$ cat config.mk
export PLATFORM = sky130hd
export DESIGN_NAME = shift_reduce_parser
export DESIGN_NICKNAME = d
export VERILOG_FILES = /design/src/srp_pkg.sv /design/src/srp_ram.sv /design/src/srp_front.sv /design/src/srp_back.sv /design/src/shift_reduce_parser.sv
export SDC_FILE = /design/constraint.sdc
export NUM_CORES = 2
export LEC_CHECK = 0
export ABC_AREA = 1
export BUFFER_PORTS_ARGS = -buffer_cell sky130_fd_sc_hd__buf_2
export CORE_MARGIN = 2
export CORE_UTILIZATION = 46
export CTS_BUF_LIST = sky130_fd_sc_hd__clkbuf_4 sky130_fd_sc_hd__clkbuf_8
export DETAILED_ROUTE_END_ITERATION = 7
export PLACE_DENSITY = 0.62
export SLEW_MARGIN = 15
export SYNTH_ARGS = -nofsm -noshare
export SYNTH_HDL_FRONTEND = slang
export SYNTH_SLANG_ARGS = --single-unit
$ cat constraint.sdc
create_clock -name clk -period 8.6 [get_ports clk]
set_input_delay 0.43 -clock clk [delete_from_list [all_inputs] [get_ports clk]]
set_output_delay 0.43 -clock clk [all_outputs]
set_load 0.02 [all_outputs]
$ cat src/srp_pkg.sv
package srp_pkg;

  localparam int STACK_DEPTH_DEF = 64;
  localparam int MAX_TAIL_DEF    = 4;
  localparam int NUM_RULES_DEF   = 6;
  localparam int MAX_REDUCE_DEF  = 32;

  localparam int SYM_W         = 8;
  localparam int LEN_W         = 3;
  localparam int TAIL_W        = 32;
  localparam int RULE_W        = SYM_W + LEN_W + TAIL_W;
  localparam int NUM_RULE_REGS = 6;
  localparam int RULE_IDX_W    = 3;
  localparam int OUT_DEPTH_W   = 7;

  // top-of-stack window held in flops
  localparam int WIN       = 4;
  localparam int WIN_W     = 3;
  localparam int WIN_IDX_W = 2;

  localparam int QUEUE_DEPTH = 2;

  localparam int CFG_ADDR_W = 3;
  localparam int CFG_DATA_W = RULE_W;

  localparam logic [CFG_ADDR_W-1:0] CFG_START      = 3'd0;
  localparam logic [CFG_ADDR_W-1:0] CFG_RULE_FIRST = 3'd1;
  localparam logic [CFG_ADDR_W-1:0] CFG_RULE_LAST  = 3'd6;

  typedef enum logic [2:0] {
    ACT_SHIFT    = 3'd0,
    ACT_REDUCE   = 3'd1,
    ACT_ACCEPT   = 3'd2,
    ACT_REJECT   = 3'd3,
    ACT_OVERFLOW = 3'd4,
    ACT_LIMIT    = 3'd5
  } action_t;

  typedef struct packed {
    logic             mode;
    logic [SYM_W-1:0] symbol;
    logic             last_symbol;
  } in_item_t;

  typedef struct packed {
    action_t                action;
    logic [RULE_IDX_W-1:0]  rule_used;
    logic [SYM_W-1:0]       pushed;
    logic [OUT_DEPTH_W-1:0] depth_after;
    logic                   end_of_run;
  } out_item_t;

  // classified item handed from front to back
  typedef struct packed {
    logic             is_shift;
    logic [SYM_W-1:0] symbol;
    logic             last_item;
  } cmd_t;

  typedef struct packed {
    logic [SYM_W-1:0]  head;
    logic [LEN_W-1:0]  len;
    logic [TAIL_W-1:0] tail;
  } rule_t;

  typedef struct packed {
    logic [SYM_W-1:0]                start_symbol;
    rule_t [NUM_RULE_REGS-1:0]       rules;
  } cfg_t;

  localparam logic [SYM_W-1:0] START_RESET = 8'd83;

  localparam rule_t [NUM_RULE_REGS-1:0] RULE_RESET = {
    43'd0,
    43'd0,
    43'd0,
    43'd2856153251937,
    43'd2864748636755,
    43'd2864748637011
  };

  function automatic out_item_t make_res(action_t act, logic [RULE_IDX_W-1:0] rule,
                                         logic [SYM_W-1:0] sym,
                                         logic [OUT_DEPTH_W-1:0] depth);
    out_item_t res;
    res.action      = act;
    res.rule_used   = rule;
    res.pushed      = sym;
    res.depth_after = depth;
    res.end_of_run  = 1'b0;
    return res;
  endfunction

endpackage

$ cat src/srp_ram.sv
module srp_ram #(
  parameter int WIDTH = 8,
  parameter int DEPTH = 64
) (
  input  logic                     clk,
  input  logic                     we,
  input  logic [$clog2(DEPTH)-1:0] waddr,
  input  logic [WIDTH-1:0]         wdata,
  input  logic [$clog2(DEPTH)-1:0] raddr,
  output logic [WIDTH-1:0]         rdata
);

  logic [WIDTH-1:0] mem [DEPTH];
  logic [WIDTH-1:0] rdata_r;

  always_ff @(posedge clk) begin
    if (we) begin
      mem[waddr] <= wdata;
    end
    rdata_r <= mem[raddr];
  end

  assign rdata = rdata_r;

endmodule

$ cat src/srp_front.sv
module srp_front
  import srp_pkg::*;
(
  input  logic     clk,
  input  logic     rst_n,
  input  logic     in_valid,
  input  in_item_t in_item,
  output logic     in_stall,
  output logic     q_valid,
  output cmd_t     q_cmd,
  input  logic     q_pop
);

  localparam int QPW = $clog2(QUEUE_DEPTH);
  localparam int CW  = $clog2(QUEUE_DEPTH + 1);

  cmd_t           fifo_r [QUEUE_DEPTH];
  logic [QPW-1:0] wr_ptr_r, wr_ptr_nxt;
  logic [QPW-1:0] rd_ptr_r, rd_ptr_nxt;
  logic [CW-1:0]  count_r, count_nxt;
  logic           push, pop;
  cmd_t           cmd;

  // end of input counts as a final item with nothing to shift
  always_comb begin
    cmd.is_shift  = !in_item.mode;
    cmd.symbol    = in_item.symbol;
    cmd.last_item = in_item.mode | in_item.last_symbol;
  end

  assign in_stall = (count_r == CW'(QUEUE_DEPTH));
  assign q_valid  = (count_r != '0);
  assign q_cmd    = fifo_r[rd_ptr_r];
  assign push     = in_valid && !in_stall;
  assign pop      = q_pop && q_valid;

  always_comb begin
    wr_ptr_nxt = wr_ptr_r;
    rd_ptr_nxt = rd_ptr_r;
    count_nxt  = count_r;
    if (push) begin
      wr_ptr_nxt = (wr_ptr_r == QPW'(QUEUE_DEPTH - 1)) ? '0 : wr_ptr_r + QPW'(1);
    end
    if (pop) begin
      rd_ptr_nxt = (rd_ptr_r == QPW'(QUEUE_DEPTH - 1)) ? '0 : rd_ptr_r + QPW'(1);
    end
    if (push && !pop) begin
      count_nxt = count_r + CW'(1);
    end else if (pop && !push) begin
      count_nxt = count_r - CW'(1);
    end
  end

  always_ff @(posedge clk) begin
    if (!rst_n) begin
      wr_ptr_r <= '0;
      rd_ptr_r <= '0;
      count_r  <= '0;
    end else begin
      wr_ptr_r <= wr_ptr_nxt;
      rd_ptr_r <= rd_ptr_nxt;
      count_r  <= count_nxt;
    end
  end

  always_ff @(posedge clk) begin
    if (push) begin
      fifo_r[wr_ptr_r] <= cmd;
    end
  end

endmodule

$ cat src/srp_back.sv
module srp_back
  import srp_pkg::*;
#(
  parameter int STACK_DEPTH = STACK_DEPTH_DEF,
  parameter int MAX_TAIL    = MAX_TAIL_DEF,
  parameter int NUM_RULES   = NUM_RULES_DEF,
  parameter int MAX_REDUCE  = MAX_REDUCE_DEF
) (
  input  logic      clk,
  input  logic      rst_n,
  input  cfg_t      cfg,
  input  logic      q_valid,
  input  cmd_t      q_cmd,
  output logic      q_pop,
  output logic      out_valid,
  output out_item_t out_item,
  input  logic      out_stall
);

  localparam int DW       = $clog2(STACK_DEPTH + 1);
  localparam int AW       = $clog2(STACK_DEPTH);
  localparam int RCW      = $clog2(MAX_REDUCE + 1);
  localparam int TAIL_LIM = (MAX_TAIL < WIN) ? MAX_TAIL : WIN;

  typedef enum logic [4:0] {
    ST_IDLE    = 5'b00001,
    ST_CHECK   = 5'b00010,
    ST_FILL_RD = 5'b00100,
    ST_FILL_WR = 5'b01000,
    ST_FLUSH   = 5'b10000
  } state_t;

  state_t                     state_r, state_nxt;
  logic [DW-1:0]              depth_r, depth_nxt;
  logic [WIN_W-1:0]           wcnt_r, wcnt_nxt;
  logic [WIN-1:0][SYM_W-1:0]  win_r, win_nxt;
  logic [RCW-1:0]             red_cnt_r, red_cnt_nxt;
  logic                       last_r, last_nxt;
  logic                       pend_valid_r, pend_valid_nxt;
  out_item_t                  pend_r, pend_nxt;
  logic                       out_valid_r, out_valid_nxt;
  out_item_t                  out_r, out_nxt;

  logic [NUM_RULE_REGS-1:0]   hit;
  logic                       found;
  logic [RULE_IDX_W-1:0]      m_idx;
  logic [WIN_W-1:0]           m_len;
  logic [SYM_W-1:0]           head;
  logic [WIN_W-1:0]           cap;
  logic [DW-1:0]              dep_red;
  logic [WIN_W-1:0]           wcnt_red;
  logic [WIN_W-1:0]           cap_red;
  logic [WIN_W-1:0]           wcnt_inc;
  logic                       accept_hit;
  logic                       emit_new;
  logic                       terminal;
  out_item_t                  res;
  logic                       out_free;
  logic                       ram_we;
  logic [AW-1:0]              spill_addr;
  logic [AW-1:0]              fill_addr;
  logic [SYM_W-1:0]           ram_rdata;
  logic [DW-1:0]              dep_spill;
  logic [DW-1:0]              dep_fill;

  // win_r[0] is the top of stack; entries below the window live in the RAM
  srp_ram #(
    .WIDTH(SYM_W),
    .DEPTH(STACK_DEPTH)
  ) u_stack (
    .clk  (clk),
    .we   (ram_we),
    .waddr(spill_addr),
    .wdata(win_r[WIN-1]),
    .raddr(fill_addr),
    .rdata(ram_rdata)
  );

  assign dep_spill  = depth_r - DW'(WIN);
  assign dep_fill   = depth_r - DW'(wcnt_r) - DW'(1);
  assign spill_addr = dep_spill[AW-1:0];
  assign fill_addr  = dep_fill[AW-1:0];

  function automatic logic tail_eq(rule_t rule, logic [WIN-1:0][SYM_W-1:0] w);
    logic ok;
    case (rule.len)
      3'd1: ok = rule.tail[7:0] == w[0];
      3'd2: ok = rule.tail[7:0] == w[1] && rule.tail[15:8] == w[0];
      3'd3: ok = rule.tail[7:0] == w[2] && rule.tail[15:8] == w[1] &&
                 rule.tail[23:16] == w[0];
      3'd4: ok = rule.tail[7:0] == w[3] && rule.tail[15:8] == w[2] &&
                 rule.tail[23:16] == w[1] && rule.tail[31:24] == w[0];
      default: ok = 1'b0;
    endcase
    return ok;
  endfunction

  // longest tail first, lowest rule index among equal lengths
  always_comb begin
    found = 1'b0;
    m_idx = '0;
    m_len = '0;
    for (int r = 0; r < NUM_RULE_REGS; r++) begin
      hit[r] = (r < NUM_RULES) && (cfg.rules[r].len != '0) &&
               (cfg.rules[r].len <= LEN_W'(TAIL_LIM)) &&
               (cfg.rules[r].len <= wcnt_r) && tail_eq(cfg.rules[r], win_r);
    end
    for (int l = WIN; l >= 1; l--) begin
      for (int r = 0; r < NUM_RULE_REGS; r++) begin
        if (!found && hit[r] && cfg.rules[r].len == LEN_W'(l)) begin
          found = 1'b1;
          m_idx = RULE_IDX_W'(r);
          m_len = WIN_W'(l);
        end
      end
    end
  end

  assign head     = cfg.rules[m_idx].head;
  assign cap      = (depth_r >= DW'(WIN)) ? WIN_W'(WIN) : WIN_W'(depth_r);
  assign dep_red  = depth_r - DW'(m_len) + DW'(1);
  assign wcnt_red = wcnt_r - m_len + WIN_W'(1);
  assign cap_red  = (dep_red >= DW'(WIN)) ? WIN_W'(WIN) : WIN_W'(dep_red);
  assign wcnt_inc = wcnt_r + WIN_W'(1);

  assign accept_hit = last_r && (depth_r == DW'(1)) && (win_r[0] == cfg.start_symbol);

  always_comb begin
    emit_new = 1'b1;
    terminal = 1'b0;
    res      = make_res(ACT_REDUCE, m_idx, head, OUT_DEPTH_W'(dep_red));
    if (accept_hit) begin
      terminal = 1'b1;
      res      = make_res(ACT_ACCEPT, '0, '0, '0);
    end else if (!found) begin
      if (last_r) begin
        terminal = 1'b1;
        res      = make_res(ACT_REJECT, '0, '0, '0);
      end else begin
        emit_new = 1'b0;
      end
    end else if (red_cnt_r == RCW'(MAX_REDUCE)) begin
      terminal = 1'b1;
      res      = make_res(ACT_LIMIT, '0, '0, '0);
    end
  end

  assign out_free = !out_valid_r || !out_stall;

  always_comb begin
    state_nxt      = state_r;
    depth_nxt      = depth_r;
    wcnt_nxt       = wcnt_r;
    win_nxt        = win_r;
    red_cnt_nxt    = red_cnt_r;
    last_nxt       = last_r;
    pend_valid_nxt = pend_valid_r;
    pend_nxt       = pend_r;
    out_valid_nxt  = out_valid_r && out_stall;
    out_nxt        = out_r;
    q_pop          = 1'b0;
    ram_we         = 1'b0;

    unique case (state_r)
      ST_IDLE: begin
        if (q_valid) begin
          q_pop       = 1'b1;
          red_cnt_nxt = '0;
          last_nxt    = q_cmd.last_item;
          if (q_cmd.is_shift) begin
            if (depth_r >= DW'(STACK_DEPTH)) begin
              pend_nxt       = make_res(ACT_OVERFLOW, '0, '0, '0);
              pend_valid_nxt = 1'b1;
              depth_nxt      = '0;
              wcnt_nxt       = '0;
              state_nxt      = ST_FLUSH;
            end else begin
              // spill the window bottom when the window is full
              ram_we         = (wcnt_r == WIN_W'(WIN));
              win_nxt        = {win_r[WIN-2:0], q_cmd.symbol};
              depth_nxt      = depth_r + DW'(1);
              wcnt_nxt       = (wcnt_r == WIN_W'(WIN)) ? wcnt_r : wcnt_inc;
              pend_nxt       = make_res(ACT_SHIFT, '0, q_cmd.symbol,
                                        OUT_DEPTH_W'(depth_r + DW'(1)));
              pend_valid_nxt = 1'b1;
              state_nxt      = ST_CHECK;
            end
          end else begin
            pend_valid_nxt = 1'b0;
            state_nxt      = ST_CHECK;
          end
        end
      end

      ST_CHECK: begin
        if (!pend_valid_r || out_free) begin
          if (pend_valid_r) begin
            out_valid_nxt      = 1'b1;
            out_nxt            = pend_r;
            out_nxt.end_of_run = !emit_new;
          end
          if (!emit_new) begin
            pend_valid_nxt = 1'b0;
            state_nxt      = ST_IDLE;
          end else if (terminal) begin
            pend_nxt       = res;
            pend_valid_nxt = 1'b1;
            depth_nxt      = '0;
            wcnt_nxt       = '0;
            state_nxt      = ST_FLUSH;
          end else begin
            win_nxt[0] = head;
            case (m_len)
              3'd2: begin
                win_nxt[1] = win_r[2];
                win_nxt[2] = win_r[3];
              end
              3'd3: win_nxt[1] = win_r[3];
              default: ;
            endcase
            depth_nxt      = dep_red;
            wcnt_nxt       = wcnt_red;
            red_cnt_nxt    = red_cnt_r + RCW'(1);
            pend_nxt       = res;
            pend_valid_nxt = 1'b1;
            state_nxt      = (wcnt_red < cap_red) ? ST_FILL_RD : ST_CHECK;
          end
        end
      end

      ST_FILL_RD: begin
        state_nxt = ST_FILL_WR;
      end

      ST_FILL_WR: begin
        win_nxt[wcnt_r[WIN_IDX_W-1:0]] = ram_rdata;
        wcnt_nxt  = wcnt_inc;
        state_nxt = (wcnt_inc < cap) ? ST_FILL_RD : ST_CHECK;
      end

      ST_FLUSH: begin
        if (out_free) begin
          out_valid_nxt      = 1'b1;
          out_nxt            = pend_r;
          out_nxt.end_of_run = 1'b1;
          pend_valid_nxt     = 1'b0;
          state_nxt          = ST_IDLE;
        end
      end

      default: state_nxt = ST_IDLE;
    endcase
  end

  always_ff @(posedge clk) begin
    if (!rst_n) begin
      state_r      <= ST_IDLE;
      depth_r      <= '0;
      wcnt_r       <= '0;
      red_cnt_r    <= '0;
      last_r       <= 1'b0;
      pend_valid_r <= 1'b0;
      out_valid_r  <= 1'b0;
    end else begin
      state_r      <= state_nxt;
      depth_r      <= depth_nxt;
      wcnt_r       <= wcnt_nxt;
      red_cnt_r    <= red_cnt_nxt;
      last_r       <= last_nxt;
      pend_valid_r <= pend_valid_nxt;
      out_valid_r  <= out_valid_nxt;
    end
  end

  always_ff @(posedge clk) begin
    win_r  <= win_nxt;
    pend_r <= pend_nxt;
    out_r  <= out_nxt;
  end

  assign out_valid = out_valid_r;
  assign out_item  = out_r;

endmodule

$ cat src/shift_reduce_parser.sv
// Shift-reduce parser over a small grammar of up to six rules.
// Input channel (in_valid / in_stall / in_item): one symbol per transfer, or an
// end-of-input marker (mode 1). Result channel (out_valid / out_stall /
// out_item): every shift and reduction, then the verdict on a final item;
// end_of_run marks the last result of each input item.
// Configuration (cfg_we / cfg_addr / cfg_wdata): index 0 is the start symbol,
// indexes 1 to 6 the rule words. Write only while the parser is idle.
// With the back end idle, an accepted symbol passes from the queue into the
// pending register and then into the output register as its shift result. The
// back end takes the item in its idle state, then runs the rule compare on the
// top four symbols for each step (each reduction and the closing check), goes
// through a flush state for a verdict or error, and through a read state and a
// write state for every stack entry that is pulled back from the stack RAM after
// a reduction (one RAM read port). Items run through the back end one at a time.
// A two-entry queue in front takes items while the back end works.
// Reset clears the stack, the queue and the output valid flag, and loads the
// default grammar S->S+S, S->S*S, S->a with start symbol S.
// When the receiver stalls, the current result holds and the back end waits
// with its next result; the input side takes items until its queue is full.
module shift_reduce_parser
  import srp_pkg::*;
#(
  parameter int STACK_DEPTH = STACK_DEPTH_DEF,
  parameter int MAX_TAIL    = MAX_TAIL_DEF,
  parameter int NUM_RULES   = NUM_RULES_DEF,
  parameter int MAX_REDUCE  = MAX_REDUCE_DEF
) (
  input  logic                  clk,
  input  logic                  rst_n,
  input  logic                  in_valid,
  input  in_item_t              in_item,
  output logic                  in_stall,
  output logic                  out_valid,
  output out_item_t             out_item,
  input  logic                  out_stall,
  input  logic                  cfg_we,
  input  logic [CFG_ADDR_W-1:0] cfg_addr,
  input  logic [CFG_DATA_W-1:0] cfg_wdata
);

  cfg_t                  cfg_r;
  logic [CFG_ADDR_W-1:0] rule_sel;
  logic                  q_valid;
  cmd_t                  q_cmd;
  logic                  q_pop;

  assign rule_sel = cfg_addr - CFG_RULE_FIRST;

  always_ff @(posedge clk) begin
    if (!rst_n) begin
      cfg_r.start_symbol <= START_RESET;
      cfg_r.rules        <= RULE_RESET;
    end else if (cfg_we) begin
      if (cfg_addr == CFG_START) begin
        cfg_r.start_symbol <= cfg_wdata[SYM_W-1:0];
      end else if (cfg_addr >= CFG_RULE_FIRST && cfg_addr <= CFG_RULE_LAST) begin
        cfg_r.rules[rule_sel] <= rule_t'(cfg_wdata);
      end
    end
  end

  srp_front u_front (
    .clk     (clk),
    .rst_n   (rst_n),
    .in_valid(in_valid),
    .in_item (in_item),
    .in_stall(in_stall),
    .q_valid (q_valid),
    .q_cmd   (q_cmd),
    .q_pop   (q_pop)
  );

  srp_back #(
    .STACK_DEPTH(STACK_DEPTH),
    .MAX_TAIL   (MAX_TAIL),
    .NUM_RULES  (NUM_RULES),
    .MAX_REDUCE (MAX_REDUCE)
  ) u_back (
    .clk      (clk),
    .rst_n    (rst_n),
    .cfg      (cfg_r),
    .q_valid  (q_valid),
    .q_cmd    (q_cmd),
    .q_pop    (q_pop),
    .out_valid(out_valid),
    .out_item (out_item),
    .out_stall(out_stall)
  );

endmodule

==> run metrics <==
Via-to-Cell Ratio=5.95; Pins Over Slew Limit=0; setup ws final=1.40 ns; Slew headroom=21.0%; vias=38200; synthesized area=0.0445 mm²; Critical Path End Type=flip-flop; DRC Markers=0; final hold vios=0; post-DP HPWL=108000 µm; most frequent cells in the layout=nand2_1 (899), nor2_1 (811), edfxtp_1 (607); worst hold path class=primary input to flip-flop; critical path class=flip-flop to flip-flop; Max clock buf depth=3; final instance area=0.0496 mm²; met1 usage=44.9%; Synth Area in Compound Gates=13.3%; Die W=315 µm; fraction of final layout cells with drive strength greater than 1=9.79%; antenna-violating nets left=0; Core ar.=0.0963 mm²; RSZ-0062 raised after global routing=no; die height=315 µm; vias in the first global route=35200; All-Layer GR Usage=33.2%; DP Area=0.0459 mm²; Seq cells post-synth=910; reg2reg end=u_back.state_r[1]$_SDFFE_PN0P_; First-pass DRT Iterations=8; GR Util met2=49.1%; RD Place Congestion=1.03; dpl ws=1.65 ns; Storage cell area=0.0243 mm²; Hold Crit Start=cfg_wdata[13]; wire per inst=26.3 µm; CTS tree=done; worst r2r src=u_back.win_r[20]$_DFFE_PP_; top cells by area, synth=edfxtp_1 (41%), dfxtp_1 (14%), nand2_1 (7.6%); synth warn=0; row count=114; initial antenna violation count=8; Avg Cell Area, Syn=9.04 µm²; hold endpoint=cfg_r[185]$_SDFFE_PN0P_; Finished Layout Cells=6409; 1st-iter DRT viols=4847; share of the synthesized area in the top cell type=40.9%; hold depth=3; starting density of the core=46.3%; ys flop type=edfxtp_1; postcts setup bufs=0; EDFF count, synth=607; cell mode on critical path=nand2_1; gr busiest metal=met2; PwrDens=358 mW/mm²; Lkg Pwr=18.8 nW; Placed Cells=6076; fin nets=5130; post-synthesis simple-gate area fraction=19.3%; CTS Buf Count=156; Finish-stage setup viols=0; worst slew pin tran=1.18 ns; Final min period=7.20 ns; Max-cap violations=0; Worst Reg-to-Reg Cells=36; global-route wire length before repair=240000 µm; most common cell after layout, fill and taps aside=nand2_1; Post-Synth XOR/XNOR Area=3.62%; largest family of logic cells by synthesized area=simple AND/OR/NAND/NOR gates; Synth area leader=edfxtp_1; Mapped Cells=4926; # clock sinks=910; Skew-Pair Late Insertion Delay=0.87 ns; status=finished, final reports clean; Clock Pin Slew Worst Setup and Hold Paths=0.06 ns; I/O pin count=85; FFs w/ async S/R, synth=0%; Port Buffer Count=84; final wirelength=168000 µm; crit path DAT=7.93 ns; Final Skew=0.0448 ns; DIE AREA=0.0993 mm²; P&R area growth vs syn=11.3%; Root Buffer=clkbuf_8; CTS Hold Buffers Added=44; Startpoint Class=flip-flop; Multi-input gate area=0.0178 mm²; Total Power=17.8 mW; adder-cell share of the synthesized area=1.92%; largest net degree at the start of global routing=175; slowest CP cell=edfxtp_1; met3 Use GR=8.33%; mux cell area share after synthesis=1.62%; syn nets=5054; CP peak stage delay=0.94 ns; fmax=0.139 GHz; Overflow after GRT=0; Distinct cells, synth=59; Final TNS setup=0 ns; VDD IR max=0.000367 V; sequential share of the synthesized area=54.5%; fraction of the cycle the final worst path needs=83.8%; H-Tree Depth=4; worst path required time=9.32 ns; # fillers=8873; post_cts resized=0; setup slack, reg-to-reg=1.40 ns; Max Fanout on Critical Path=14
registers in the layout, summed over array words and instances (netlist names), 2 cells and up, named ones only:
register,flops
u_back.wcnt_r,3
u_back.win_r,32
u_back.u_stack.mem,512
u_back.u_stack.rdata,8
u_back.out_item,22
u_back.state_r,5
u_back.red_cnt_r,6
u_back.pend_r,21
u_back.depth_r,7
cfg_r,266
u_front.count_r,2
u_front.fifo_r,20
worst max-delay path: cells and delay by family, from the launching register on:
| family | cells | cell delay (ns) |
|---|---|---|
| and+or+nand+nor | 24 | 3.38 |
| adders and majority gates | 4 | 1.33 |
| buffers and inverters | 4 | 0.98 |
| DFF | 1 | 0.94 |
| AOI/OAI and AO/OA | 3 | 0.29 |
| xor gates and xnor gates | 1 | 0.11 |
kinds of logic after synthesis:
| kind of cell | Yosys count |
|---|---|
| multiplexers | 72 |
| adder cells (fa/ha/maj) | 67 |
| flip-flops | 910 |
| AO/OA/AOI/OAI | 999 |
| buffers and inverters | 603 |
| XOR/XNOR | 184 |
| AND/OR/NAND/NOR | 2091 |
power breakdown:
group	internal, mW	switching, mW
Combinational	2.10	5.74
Clock	2.22	1.88
Sequential	5.42	0.386
worst max-delay path by stage:
stage                                      to  slack (ns)  cells past startpoint                        from
2_1_floorplan  u_back.state_r[1]$_SDFFE_PN0P_        2.63                     38  u_back.win_r[31]$_DFFE_PP_
3_3_place_gp   u_back.state_r[1]$_SDFFE_PN0P_        1.77                     36  u_back.win_r[20]$_DFFE_PP_
3_5_place_dp   u_back.state_r[1]$_SDFFE_PN0P_        1.65                     36  u_back.win_r[20]$_DFFE_PP_
4_1_cts        u_back.state_r[1]$_SDFFE_PN0P_        1.66                     36  u_back.win_r[20]$_DFFE_PP_
5_1_grt        u_back.state_r[1]$_SDFFE_PN0P_        1.08                     36  u_back.win_r[20]$_DFFE_PP_
6_report       u_back.state_r[1]$_SDFFE_PN0P_        1.40                     36  u_back.win_r[20]$_DFFE_PP_
per-layer routing:
metal / share of wire (%) / vias to the layer above / wire length, µm
li1: - / 17200 / -
met1: 41 / 18300 / 68400
met3: 11 / 450 / 17900
met4: 5.5 / 2 / 9330
met5: 0.0077 / - / 13
met2: 43 / 2201 / 72700
layout make-up:
cell class,instances,area share (%)
repair buffers,199,2.85
inverters,322,2.45
multi-input cells,3413,35.9
clock inverters,63,1.01
well taps,1276,3.22
clock buffers,221,5.52
diodes,5,0.0252
flip-flops and latches,910,49.0
cells in the mapped netlist (84+ instances only):
| cell type | number |
|---|---|
| nand2_1 | 899 |
| a21oi_1 | 207 |
| o221ai_1 | 84 |
| o21ai_0 | 439 |
| nand3_1 | 237 |
| clkbuf_1 | 172 |
| dfxtp_1 | 303 |
| o22ai_1 | 94 |
| inv_1 | 291 |
| edfxtp_1 | 607 |
| nor2_1 | 816 |
| xnor2_1 | 112 |
per-stage QoR:
| stage | hold WS, ns | util (%) |
|---|---|---|
| 5_1_grt | 0.0319 | 51.5 |
| 3_5_place_dp | 0.405 | 47.6 |
| 6_report | 0.0457 | 51.5 |
| 2_1_floorplan | 0.400 | - |
| 3_3_place_gp | 0.405 | 47.6 |
| 4_1_cts | 0.00303 | 51.5 |
Power figures use the tool's default switching activity.
